## config.mk

```make
export PLATFORM = sky130hd
export DESIGN_NAME = hdlc_async_frame_receiver
export DESIGN_NICKNAME = d
export VERILOG_FILES = /design/src/rtl/hafr_pkg.sv /design/src/rtl/hdlc_async_frame_receiver.sv
export VERILOG_INCLUDE_DIRS = /design/src /design/src/rtl
export SDC_FILE = /design/constraint.sdc
export NUM_CORES = 1
export LEC_CHECK = 0
export BUFFER_PORTS_ARGS = -buffer_cell sky130_fd_sc_hd__buf_2
export CORE_ASPECT_RATIO = 2
export CORE_UTILIZATION = 64
export DETAILED_ROUTE_END_ITERATION = 8
export PLACE_DENSITY = 0.9
export SYNTH_ARGS = -nofsm -noshare
export SYNTH_HDL_FRONTEND = slang
export SYNTH_SLANG_ARGS = --single-unit
export TNS_END_PERCENT = 1
```

## constraint.sdc

```tcl
create_clock -name clk_i -period 6.05 [get_ports clk_i]
set_input_delay 0.9075 -clock clk_i [delete_from_list [all_inputs] [get_ports clk_i]]
set_output_delay 0.9075 -clock clk_i [all_outputs]
set_load 0.02 [all_outputs]
```

## src/rtl/hdlc_async_frame_receiver_assert.svh

```systemverilog
// ----------------------------------------------------------------------------
// Assertion macros for the HDLC frame receiver
// Clocked property checks; they compile to nothing in synthesis builds.
// ----------------------------------------------------------------------------
`ifndef HDLC_ASYNC_FRAME_RECEIVER_ASSERT_SVH
`define HDLC_ASYNC_FRAME_RECEIVER_ASSERT_SVH

`ifndef SYNTHESIS
// check under reset gating
`define HAFR_ASSERT(lbl, prop, msg) \
  lbl: assert property (@(posedge clk_i) disable iff (!rst_ni) (prop)) else $error(msg);
// check at every edge, reset included
`define HAFR_ASSERT_ALWAYS(lbl, prop, msg) \
  lbl: assert property (@(posedge clk_i) (prop)) else $error(msg);
`else
`define HAFR_ASSERT(lbl, prop, msg)
`define HAFR_ASSERT_ALWAYS(lbl, prop, msg)
`endif

`endif

```

## src/rtl/hafr_pkg.sv

```systemverilog
// ----------------------------------------------------------------------------
// HDLC frame receiver package
// Codes, widths, result record and the byte-wide PPP FCS update.
// ----------------------------------------------------------------------------
package hafr_pkg;

  // width of the frame byte counter
  localparam int unsigned LENGTH_WIDTH = 16;

  // framing octets
  localparam logic [7:0] FLAG_BYTE = 8'h7E;
  localparam logic [7:0] ESC_BYTE  = 8'h7D;
  localparam logic [7:0] ESC_XOR   = 8'h20;

  // check field modes
  localparam logic [1:0] FCS_NONE = 2'd0;
  localparam logic [1:0] FCS_16   = 2'd1;
  localparam logic [1:0] FCS_32   = 2'd2;

  // residues of a good frame, start values and polynomials
  localparam logic [31:0] FCS16_GOOD = 32'h0000_F0B8;
  localparam logic [31:0] FCS32_GOOD = 32'hDEBB_20E3;
  localparam logic [31:0] FCS16_INIT = 32'h0000_FFFF;
  localparam logic [31:0] FCS32_INIT = 32'hFFFF_FFFF;
  localparam logic [15:0] FCS16_POLY = 16'h8408;
  localparam logic [31:0] FCS32_POLY = 32'hEDB8_8320;

  // configuration register indexes
  localparam logic [1:0] CFG_FCS_MODE    = 2'd0;
  localparam logic [1:0] CFG_UID_ENABLE  = 2'd1;
  localparam logic [1:0] CFG_BUFFER_SIZE = 2'd2;

  localparam logic [1:0]  FCS_MODE_RST    = FCS_16;
  localparam logic [15:0] BUFFER_SIZE_RST = 16'd256;

  typedef enum logic [1:0] {
    PH_IDLE = 2'd0,
    PH_UID  = 2'd1,
    PH_DATA = 2'd2
  } rx_phase_e;

  typedef enum logic [1:0] {
    KIND_DATA = 2'd0,
    KIND_EOF  = 2'd1,
    KIND_OOS  = 2'd2
  } kind_e;

  typedef enum logic [1:0] {
    ST_OK       = 2'd0,
    ST_FAILED   = 2'd1,
    ST_TOO_LARGE = 2'd2
  } status_e;

  // one result transaction
  typedef struct packed {
    kind_e       kind;
    logic [7:0]  data_byte;
    logic [15:0] byte_index;
    logic [15:0] frame_length;
    status_e     status;
    logic [15:0] frame_uid;
  } result_t;

  // byte-wide FCS update, LSB first; other modes leave the register alone
  function automatic logic [31:0] fcs_update(logic [1:0] mode, logic [31:0] crc,
                                             logic [7:0] b);
    logic [15:0] c16;
    logic [31:0] c32;
    logic [31:0] res;
    c16 = crc[15:0] ^ {8'h00, b};
    c32 = crc ^ {24'h0, b};
    for (int i = 0; i < 8; i++) begin
      c16 = c16[0] ? ((c16 >> 1) ^ FCS16_POLY) : (c16 >> 1);
      c32 = c32[0] ? ((c32 >> 1) ^ FCS32_POLY) : (c32 >> 1);
    end
    if (mode == FCS_16) begin
      res = {16'h0000, c16};
    end else if (mode == FCS_32) begin
      res = c32;
    end else begin
      res = crc;
    end
    return res;
  endfunction

endpackage

```

## src/rtl/hdlc_async_frame_receiver.sv

```systemverilog
// ----------------------------------------------------------------------------
// HDLC asynchronous frame receiver
// Flag/escape deframer with optional UID and PPP FCS-16/FCS-32 check.
// ----------------------------------------------------------------------------
// Takes one line byte per cycle while in_stall_o is low and gives at most one
// result per byte: a decoded data byte with its buffer index, an end-of-frame
// report (length, status, UID), or an out-of-sync byte seen between frames.
// An input register and a result register sit around one decode stage whose
// depth is set by the byte-wide CRC update. The input register doubles as a
// skid slot, so one byte is still taken while a result waits downstream.
// Configuration is written through a plain write port and must only change
// while the receiver is quiet; fcs_mode is used per byte, while the FCS start
// value and the UID choice are latched when a frame opens. There is no
// clearing pass after reset.
module hdlc_async_frame_receiver
  import hafr_pkg::*;
(
  input  logic        clk_i,
  input  logic        rst_ni,
  // line byte channel
  input  logic        in_valid_i,
  output logic        in_stall_o,
  input  logic [7:0]  rx_byte_i,
  // result channel
  output logic        out_valid_o,
  input  logic        out_stall_i,
  output logic [1:0]  kind_o,
  output logic [7:0]  data_byte_o,
  output logic [15:0] byte_index_o,
  output logic [15:0] frame_length_o,
  output logic [1:0]  status_o,
  output logic [15:0] frame_uid_o,
  // configuration
  input  logic        cfg_we_i,
  input  logic [1:0]  cfg_index_i,
  input  logic [15:0] cfg_data_i
);

  localparam int unsigned ExtW = 33;

  // configuration registers
  logic [1:0]  fcs_mode_q;
  logic        uid_enable_q;
  logic [15:0] buffer_size_q;

  // input (skid) register
  logic        in_valid_q, in_valid_d;
  logic [7:0]  in_byte_q;

  // receiver state
  rx_phase_e             phase_q, phase_d;
  logic [7:0]            prev_q, prev_d;
  logic [15:0]           uid_acc_q, uid_acc_d;
  logic [4:0]            uid_cnt_q, uid_cnt_d;
  logic [LENGTH_WIDTH-1:0] count_q, count_d;
  logic [31:0]           check_q, check_d;

  // result register
  logic        out_valid_q, out_valid_d;
  result_t     res_q, res_d;
  logic        res_vld;

  // decode helpers
  logic            proc;
  logic [7:0]      dec_byte;
  logic [ExtW-1:0] cnt_ext;
  logic [ExtW-1:0] len_ext;
  logic [2:0]      nfcs;
  logic            fcs_good;
  logic [4:0]      uid_cnt_nxt;

  // ---------------------------------------------------------------------
  // Configuration writes
  always_ff @(posedge clk_i or negedge rst_ni) begin
    if (!rst_ni) begin
      fcs_mode_q    <= FCS_MODE_RST;
      uid_enable_q  <= 1'b0;
      buffer_size_q <= BUFFER_SIZE_RST;
    end else if (cfg_we_i) begin
      unique case (cfg_index_i)
        CFG_FCS_MODE:    fcs_mode_q    <= cfg_data_i[1:0];
        CFG_UID_ENABLE:  uid_enable_q  <= cfg_data_i[0];
        CFG_BUFFER_SIZE: buffer_size_q <= cfg_data_i;
        default: ;
      endcase
    end
  end

  // ---------------------------------------------------------------------
  // Handshake: decode when a byte is held and the result slot is free or being drained
  assign proc       = in_valid_q && (!out_valid_q || !out_stall_i);
  assign in_stall_o = in_valid_q && out_valid_q && out_stall_i;

  always_comb begin
    in_valid_d = in_valid_q;
    if (proc) in_valid_d = 1'b0;
    if (in_valid_i && !in_stall_o) in_valid_d = 1'b1;
  end

  // ---------------------------------------------------------------------
  // Decode stage
  assign cnt_ext  = ExtW'(count_q);
  assign dec_byte = (prev_q == ESC_BYTE) ? (in_byte_q ^ ESC_XOR) : in_byte_q;
  assign nfcs     = (fcs_mode_q == FCS_16) ? 3'd2 : ((fcs_mode_q == FCS_32) ? 3'd4 : 3'd0);
  assign len_ext  = cnt_ext - ExtW'(nfcs);
  assign uid_cnt_nxt = uid_cnt_q + 5'd8;

  always_comb begin
    if (fcs_mode_q == FCS_16)      fcs_good = (check_q == FCS16_GOOD);
    else if (fcs_mode_q == FCS_32) fcs_good = (check_q == FCS32_GOOD);
    else                           fcs_good = 1'b1;
  end

  always_comb begin
    phase_d   = phase_q;
    prev_d    = prev_q;
    uid_acc_d = uid_acc_q;
    uid_cnt_d = uid_cnt_q;
    count_d   = count_q;
    check_d   = check_q;
    res_vld   = 1'b0;
    res_d     = '0;
    if (proc) begin
      if (phase_q == PH_IDLE) begin
        if (in_byte_q != FLAG_BYTE) begin
          // noise between frames
          res_vld        = 1'b1;
          res_d.kind     = KIND_OOS;
          res_d.data_byte = in_byte_q;
        end else begin
          // opening flag
          count_d   = '0;
          prev_d    = FLAG_BYTE;
          uid_acc_d = '0;
          uid_cnt_d = '0;
          if (fcs_mode_q == FCS_16)      check_d = FCS16_INIT;
          else if (fcs_mode_q == FCS_32) check_d = FCS32_INIT;
          phase_d = uid_enable_q ? PH_UID : PH_DATA;
        end
      end else if (in_byte_q == FLAG_BYTE) begin
        // closing flag; a repeated flag is dropped
        if (prev_q != FLAG_BYTE) begin
          phase_d    = PH_IDLE;
          res_vld    = 1'b1;
          res_d.kind = KIND_EOF;
          if (uid_enable_q) res_d.frame_uid = uid_acc_q;
          if (cnt_ext < ExtW'(nfcs)) begin
            res_d.status = ST_FAILED;
          end else begin
            res_d.frame_length = (len_ext > ExtW'(16'hFFFF)) ? 16'hFFFF : len_ext[15:0];
            if (len_ext >= ExtW'(buffer_size_q)) res_d.status = ST_TOO_LARGE;
            else if (!fcs_good)                  res_d.status = ST_FAILED;
            else                                 res_d.status = ST_OK;
          end
        end
      end else if (in_byte_q == ESC_BYTE) begin
        prev_d = ESC_BYTE;
      end else begin
        prev_d = in_byte_q;
        if (phase_q == PH_UID) begin
          // little-endian UID, low byte first
          if (uid_cnt_q[3]) uid_acc_d = uid_acc_q | {dec_byte, 8'h00};
          else              uid_acc_d = uid_acc_q | {8'h00, dec_byte};
          uid_cnt_d = uid_cnt_nxt;
          if (uid_cnt_nxt >= 5'd16) phase_d = PH_DATA;
        end else begin
          if (cnt_ext < ExtW'(buffer_size_q)) begin
            res_vld          = 1'b1;
            res_d.kind       = KIND_DATA;
            res_d.data_byte  = dec_byte;
            res_d.byte_index = cnt_ext[15:0];
          end
          if (count_q != {LENGTH_WIDTH{1'b1}}) count_d = count_q + LENGTH_WIDTH'(1);
        end
        check_d = fcs_update(fcs_mode_q, check_q, dec_byte);
      end
    end
  end

  // result slot: drained by the sink, refilled by the decode stage
  always_comb begin
    out_valid_d = out_valid_q;
    if (out_valid_q && !out_stall_i) out_valid_d = 1'b0;
    if (proc) out_valid_d = res_vld;
  end

  // ---------------------------------------------------------------------
  // Control registers
  always_ff @(posedge clk_i or negedge rst_ni) begin
    if (!rst_ni) begin
      in_valid_q  <= 1'b0;
      out_valid_q <= 1'b0;
      phase_q     <= PH_IDLE;
      prev_q      <= '0;
      uid_acc_q   <= '0;
      uid_cnt_q   <= '0;
      count_q     <= '0;
      check_q     <= '0;
    end else begin
      in_valid_q  <= in_valid_d;
      out_valid_q <= out_valid_d;
      phase_q     <= phase_d;
      prev_q      <= prev_d;
      uid_acc_q   <= uid_acc_d;
      uid_cnt_q   <= uid_cnt_d;
      count_q     <= count_d;
      check_q     <= check_d;
    end
  end

  // payload registers
  always_ff @(posedge clk_i) begin
    if (in_valid_i && !in_stall_o) in_byte_q <= rx_byte_i;
    if (proc) res_q <= res_d;
  end

  // ---------------------------------------------------------------------
  // Outputs
  assign out_valid_o    = out_valid_q;
  assign kind_o         = res_q.kind;
  assign data_byte_o    = res_q.data_byte;
  assign byte_index_o   = res_q.byte_index;
  assign frame_length_o = res_q.frame_length;
  assign status_o       = res_q.status;
  assign frame_uid_o    = res_q.frame_uid;

  // ---------------------------------------------------------------------
  // Assertions
`include "hdlc_async_frame_receiver_assert.svh"

  // input only backs up when a held result is blocked
  `HAFR_ASSERT_ALWAYS(a_stall_cause, in_stall_o |-> (out_valid_o && out_stall_i), "input stalled without a blocked result")
  // stored data bytes stay inside the buffer
  `HAFR_ASSERT(a_index_range, (out_valid_o && kind_o == KIND_DATA) |-> (byte_index_o < buffer_size_q), "data byte index beyond buffer")
  // an opening flag always leaves the idle phase
  `HAFR_ASSERT(a_open_frame, (proc && phase_q == PH_IDLE && in_byte_q == FLAG_BYTE) |=> (phase_q != PH_IDLE), "flag did not open a frame")
  // a decode step never overruns an undrained result
  `HAFR_ASSERT(a_no_overrun, (out_valid_q && out_stall_i) |=> ($stable(res_q) && out_valid_q), "result changed while blocked")

endmodule

```

==> results of run 1 <==
==> metal layers <==
layer / GRT usage / part of all wire / up-vias
met5: 0 / 0 / -
met4: 0.2413 / 0.074 / 0
met3: 0.05355 / 0.048 / 113
met2: 0.6008 / 0.55 / 344
met1: 0.3134 / 0.33 / 3352
li1: - / - / 3164
==> layout make-up <==
cell class / count / area share
multi-input combinational: 611 / 0.4179
sequential: 165 / 0.4353
tap: 189 / 0.02302
inverter: 39 / 0.01449
clock inverter: 15 / 0.01766
clock buffer: 17 / 0.04141
timing repair buffer: 99 / 0.05018
==> report_power, final <==
| group | internal (W) | leakage (nW) | switching, W |
|---|---|---|---|
| clock | 0.000560 | 0.296 | 0.000514 |
| sequential | 0.00146 | 1.85 | 0.000302 |
| combinational | 0.000970 | 2.34 | 0.00126 |
==> how the worst min path moves through the flow <==
stage,endpoint,cells after the start,slack [ns]
after detailed placement,prev_q[4],2,0.46
after global routing,check_q[18],1,0.42
final,check_q[23],1,0.40
after CTS,check_q[18],1,0.41
after floorplan,prev_q[7],2,0.43
after global placement,prev_q[3],2,0.45
==> sequential cells by signal (all words and copies together) (netlist names), 2 cells and up <==
name	flops
buffer_size_q	16
byte_index_o	16
check_q	32
count_q	16
data_byte_o	8
fcs_mode_q	2
frame_length_o	16
frame_uid_o	16
in_byte_q	8
kind_o	2
phase_q	2
prev_q	8
status_o	2
uid_acc_q	16
uid_cnt_q	2
==> worst max-delay path: cells and delay by family (launching register included) <==
kind	cells	cell delay, ns
fa+ha+maj	1	0.35
simple gates	5	2.74
compound gates	2	0.33
flops	1	0.48
==> cells by family (layout without fill, tap and decap cells) <==
family,count (synthesis),in the layout
compound gates,158,158
flops,165,165
xor+xnor,92,92
buf+inv,80,170
fa+ha+maj,41,41
mux,24,24
simple gates,296,296
==> layout by cell type, fill, tap and decap left out, types with 4 or more instances in the layout <==
cell type and count:
clkinv_8 5, a31oi_1 8, xnor2_1 51, nand2b_1 14
nor2_1 69, o21ai_1 4, o21ai_0 36, a21o_1 9
xnor2_2 6, nor3_1 17, nor2b_1 13, buf_2 91
nor4b_1 4, buf_4 8, edfxtp_1 68, or2_2 5
inv_8 5, a211oi_1 9, nor4_1 14, nand2_1 62
and2_1 37, xnor2_4 6, a21oi_1 65, or3_1 4
clkbuf_16 17, mux2i_1 7, inv_1 37, and4_1 4
xor2_1 26, nand4b_1 4, nand4_1 12, ha_1 40
mux2_2 17, dfrtp_1 95, nand3_1 18
==> through the flow <==
step	cell area, um2	hold slack (ns)
after global placement	9666	0.4517
after CTS	10270	0.4105
after global routing	10270	0.4233
after detailed placement	9666	0.4620
final	10270	0.3993
after floorplan	9087	0.4300
==> flow_summary.toml, run 1 <==
[run_status]
status = "finished, final reports clean"

[floorplan]
start_util = 0.6542
core_area_um2 = 13890
ios = 93
row_count = 61
chipHeight_um = 170.5
die_x_um = 86.26
dieArea_um2 = 14710

[cts]
cts_tree = "yes"
cts_resized = 0
cts.sinks = 165
cts_made_buffers = 17
cts-hold-fix-buffers = 0
cts_setup_buffers = 0
clk_pin_slew_worst_paths_ns = 0.07
root_buffer = "clkbuf_16"
htree_num_levels = 4
cts_max_path_buffers = 2
clock_latency_ns = 0.44

[timing]
slew_viol_final = 0
finalCriticalPeriod_ns = 3.964
fmax_ghz = 0.2523
rsz0062_at_grt = "false"
fin_ws_ns = 2.086
worst_pin_slew_ns = 1.101
hold_violations = 0
fin_crit_sh = 0.6552
finClkSkew_ns = 0.008194
final-setup-viol-count = 0
slew_headroom = 0.2618
totalNegativeSetupSlack_ns = 0

[layout]
n_fill_cell = 1019
final_core_util = 0.7395
stdcell_count = 1135
multi_input_area_um2 = 4293
drive_gt1_frac = 0.1903
seqCellArea_um2 = 4472
num_antenna_cells = 0
syn_to_final_growth_pct = 13.04
fin_nets = 1005

[worst_setup_path]
endpoint = "check_q[28]"
reg2reg_to = "check_q[28]"
slowest_stage = "nor2_1"
reg2reg_slack_ns = 2.09
crit_chain = "nand2b_1 > or4_4 > ha_1 > or2_0 > or3_1 > nor2_1 > a21oi_1 > o21ba_2"
max_stage_delay_ns = 0.74
start_kind = "flip-flop"
reg2reg_from = "in_byte_q[7]"
crit_type = "reg2reg"
cp.required_ns = 6.43
startpoint = "in_byte_q[7]"
rr_worst_depth = 8
end_kind = "flip-flop"
arrival_ns = 4.34
cp_max_fo = 24

[synth]
synth_edf_count = 68
synth_top_family_by_area = "simple AND/OR/NAND/NOR gates"
synth_nets = 928
ys_types = 72
yosysTopAreaCell = "dfrtp_1"
synth.most_common_cell = "dfrtp_1"
synthMuxAreaShare = 0.02878
synth_cells = 856
yosys.area_share.simple = 0.1721
synthArstFlopShare = 0.5879
synth_seq_area_share = 0.4921
ys_top_cells_by_area = "dfrtp_1 (26%), edfxtp_1 (22%), ha_1 (5.5%)"
synth_seq_cells = 165
synth_top_cell_area_share = 0.2616
synth_common_cells = "dfrtp_1 (95), nor2_1 (69), edfxtp_1 (68), a21oi_1 (65), nand2_1 (62)"
synth-compound-area-share = 0.1030
yosysWarnings = 0
synth_area_per_cell_um2 = 10.62
ys.flop_type = "dfrtp_1"
syn_area_um2 = 9087
synthXorXnorAreaFrac = 0.1107
synth-adder-area-share = 0.05728

[global_route]
grt_pass1_wl_mm = 35.10
antenna_found_initial = 0
grt_util_all_layers = 0.3246
grt_max_degree = 66
grt_pass1_vias = 6915
grt_overflow = 0

[routing]
vias_per_cell = 6.144
routed_wl_mm = 22.67
vias = 6973
drtIter0Drc = 433
drc = 0
dr.pass1.iters = 5
drt-wirelength-per-cell_um = 19.97
drtAntennaViolNets = 0

[placed_design]
hpwl_mm = 16.95
io_buffers = 92
dp.cells = 1103
gp_congestion = 0.9670
place_ws_ns = 2.160

[power_and_ir_drop]
power_w = 0.005068
max-vdd-ir-drop_uv = 421.6
powerDensity_nw_per_um2 = 493.4
leakage_nw = 4.480

[run]
maxCapViolCount = 0

[worst_hold_path]
hp-class = "in2async"
No activity file was read; power rests on OpenSTA's default activity.
==> inputs of run 2 (changes only) <==
--- a/config.mk
+++ b/config.mk
@@ -8,9 +8,9 @@
 export LEC_CHECK = 0
 export BUFFER_PORTS_ARGS = -buffer_cell sky130_fd_sc_hd__buf_2
 export CORE_ASPECT_RATIO = 2
-export CORE_UTILIZATION = 64
+export CORE_UTILIZATION = 60
 export DETAILED_ROUTE_END_ITERATION = 8
-export PLACE_DENSITY = 0.9
+export PLACE_DENSITY = 0.85
 export SYNTH_ARGS = -nofsm -noshare
 export SYNTH_HDL_FRONTEND = slang
 export SYNTH_SLANG_ARGS = --single-unit
==> constraint.sdc (replaced) <==
create_clock -name clk_i -period 3.9 [get_ports clk_i]
set_input_delay 0.585 -clock clk_i [delete_from_list [all_inputs] [get_ports clk_i]]
set_output_delay 0.585 -clock clk_i [all_outputs]
set_load 0.02 [all_outputs]
==> run 2 against run 1 <==
  * Non-clock buffer count up 15
  * Highest routed layer unchanged
  * Clock power up 57%
  * Critical path depth up 8
  * Power up 57%
  * Hold slack worse by 0.17 ns
  * Worst setup slack worse by 1.9 ns
  * Sequential cell count unchanged
  * Core utilization down 3.7 points
  * Sequential share of layout area down 0.59 points
==> flow_summary.toml, run 2 (synthesis results as in run 1) <==
[run_status]
status = "finished, final reports clean"

[layout]
final_cell_mix = "dfrtp_1 (95), buf_2 (91), nor2_1 (69)"
syn_to_final_growth_pct = 14.58
num_antenna_cells = 0
fin_nets = 1020
drive_gt1_frac = 0.2071
n_fill_cell = 1150
seqCellArea_um2 = 4472
largest_register_ffs = 32
regMostFlops = "check_q"
multi_input_area_um2 = 4318
layout_commonest_cell = "dfrtp_1"
final_core_util = 0.7026

[placed_design]
io_buffers = 92
gp_congestion = 0.9559
hpwl_mm = 17.27

[global_route]
grt_max_degree = 62
grt_pass1_wl_mm = 36.56
antenna_found_initial = 0
grt_overflow = 0
grt_util_all_layers = 0.3199
grt_pass1_vias = 7213

[worst_setup_path]
rr_worst_depth = 16
reg2reg_slack_ns = 0.23
reg2reg_from = "fcs_mode_q[0]"
crit_type = "reg2reg"
start_kind = "flip-flop"
cp.required_ns = 4.07
reg2reg_to = "status_o[0]"
startpoint = "fcs_mode_q[0]"
endpoint = "status_o[0]"
cp_max_fo = 4
arrival_ns = 3.84
end_kind = "flip-flop"

[cts]
cts_made_buffers = 17
root_buffer = "clkbuf_16"
clock_latency_ns = 0.44
htree_num_levels = 4
cts_tree = "yes"
clk_pin_slew_worst_paths_ns = 0.07
cts.sinks = 165
cts-hold-fix-buffers = 0
cts_setup_buffers = 0
cts_max_path_buffers = 2

[timing]
finClkSkew_ns = 0.01274
worst_pin_slew_ns = 0.8481
final-setup-viol-count = 0
fin_crit_sh = 0.9401
finalCriticalPeriod_ns = 3.666
hold_violations = 0
fmax_ghz = 0.2728
slew_headroom = 0.4294
slew_viol_final = 0

[power_and_ir_drop]
power_w = 0.007944
max-vdd-ir-drop_uv = 719.1
leakage_nw = 4.570
powerDensity_nw_per_um2 = 762.9

[routing]
routed_wl_mm = 23.38
drc = 0
vias_per_cell = 6.056
drt-wirelength-per-cell_um = 20.22
dr.pass1.iters = 5
drtIter0Drc = 453
drtAntennaViolNets = 0
vias = 7001

[floorplan]
die_x_um = 89.02
row_count = 63
core_area_um2 = 14820
dieArea_um2 = 15670
chipHeight_um = 176.0
ios = 93
start_util = 0.6132

[run]
maxCapViolCount = 0

[worst_hold_path]
hp-class = "in2async"
==> run 2: metal layers <==
layer | share of wire | routed length [um] | vias up | global-route usage
met5 | 0 | 0 | - | 0
met4 | 0.081 | 1896 | 0 | 0.2447
met3 | 0.044 | 1022 | 124 | 0.05143
met2 | 0.56 | 13000 | 300 | 0.5853
met1 | 0.32 | 7460 | 3383 | 0.3045
li1 | - | - | 3194 | -
==> run 2: final cells by class <==
type	count	area share
clock buffer	17	0.04086
clock inverter	15	0.01694
inverter	39	0.01430
multi-input combinational	611	0.4147
sequential	165	0.4295
tap	195	0.02343
timing repair buffer	114	0.06032
==> run 2: what timing repair did <==
item                                    in CTS  in global routing
resized for setup                            0                  5
hold endpoints to repair                     0                  0
endpoints found under the setup margin       0                  2
==> run 2: critical path, stage by stage, from the launching register on <==
cell and delay, ns:
dfstp_2 0.53, ha_1 0.17, ha_1 0.18, fa_1 0.19, nand2b_1 0.10, nand2b_4 0.18
or3_1 0.38, nor3_2 0.19, xnor2_1 0.18, inv_1 0.07, ha_1 0.29, nand4_1 0.13
or2_2 0.33, a311oi_2 0.22, nor4_2 0.09, nand4_1 0.09, a21boi_0 0.09
==> run 2: how the worst min path moves through the flow <==
stage          slack [ns]  startpoint  depth (start not counted)                end
2_1_floorplan        0.29      rst_ni                          0   buffer_size_q[0]
3_3_place_gp         0.45   prev_q[7]                          2          prev_q[7]
3_5_place_dp         0.46   prev_q[3]                          2          prev_q[3]
4_1_cts              0.26      rst_ni                          1   buffer_size_q[9]
5_1_grt              0.30      rst_ni                          1   buffer_size_q[9]
6_report             0.23      rst_ni                          1  buffer_size_q[10]
==> run 2: where the power goes <==
part           internal [W]  total (W)  switching (W)
clock network      0.000866    0.00168       0.000811
logic               0.00155    0.00355        0.00200
registers           0.00227    0.00271       0.000444
total               0.00468    0.00794        0.00326
==> run 2: stage by stage <==
step	hold WS [ns]	area (um2)	setup TNS (ns)	setup WS, ns	instances
final	0.2286	10410	0	0.2336	1156
after floorplan	0.2894	9087	0	0.4832	856
after detailed placement	0.4597	9786	0	0.2439	1124
after global placement	0.4451	9786	0	0.3314	1124
after CTS	0.2559	10390	0	0.1510	1156
after global routing	0.2989	10410	-0.002105	-0.002105	1156
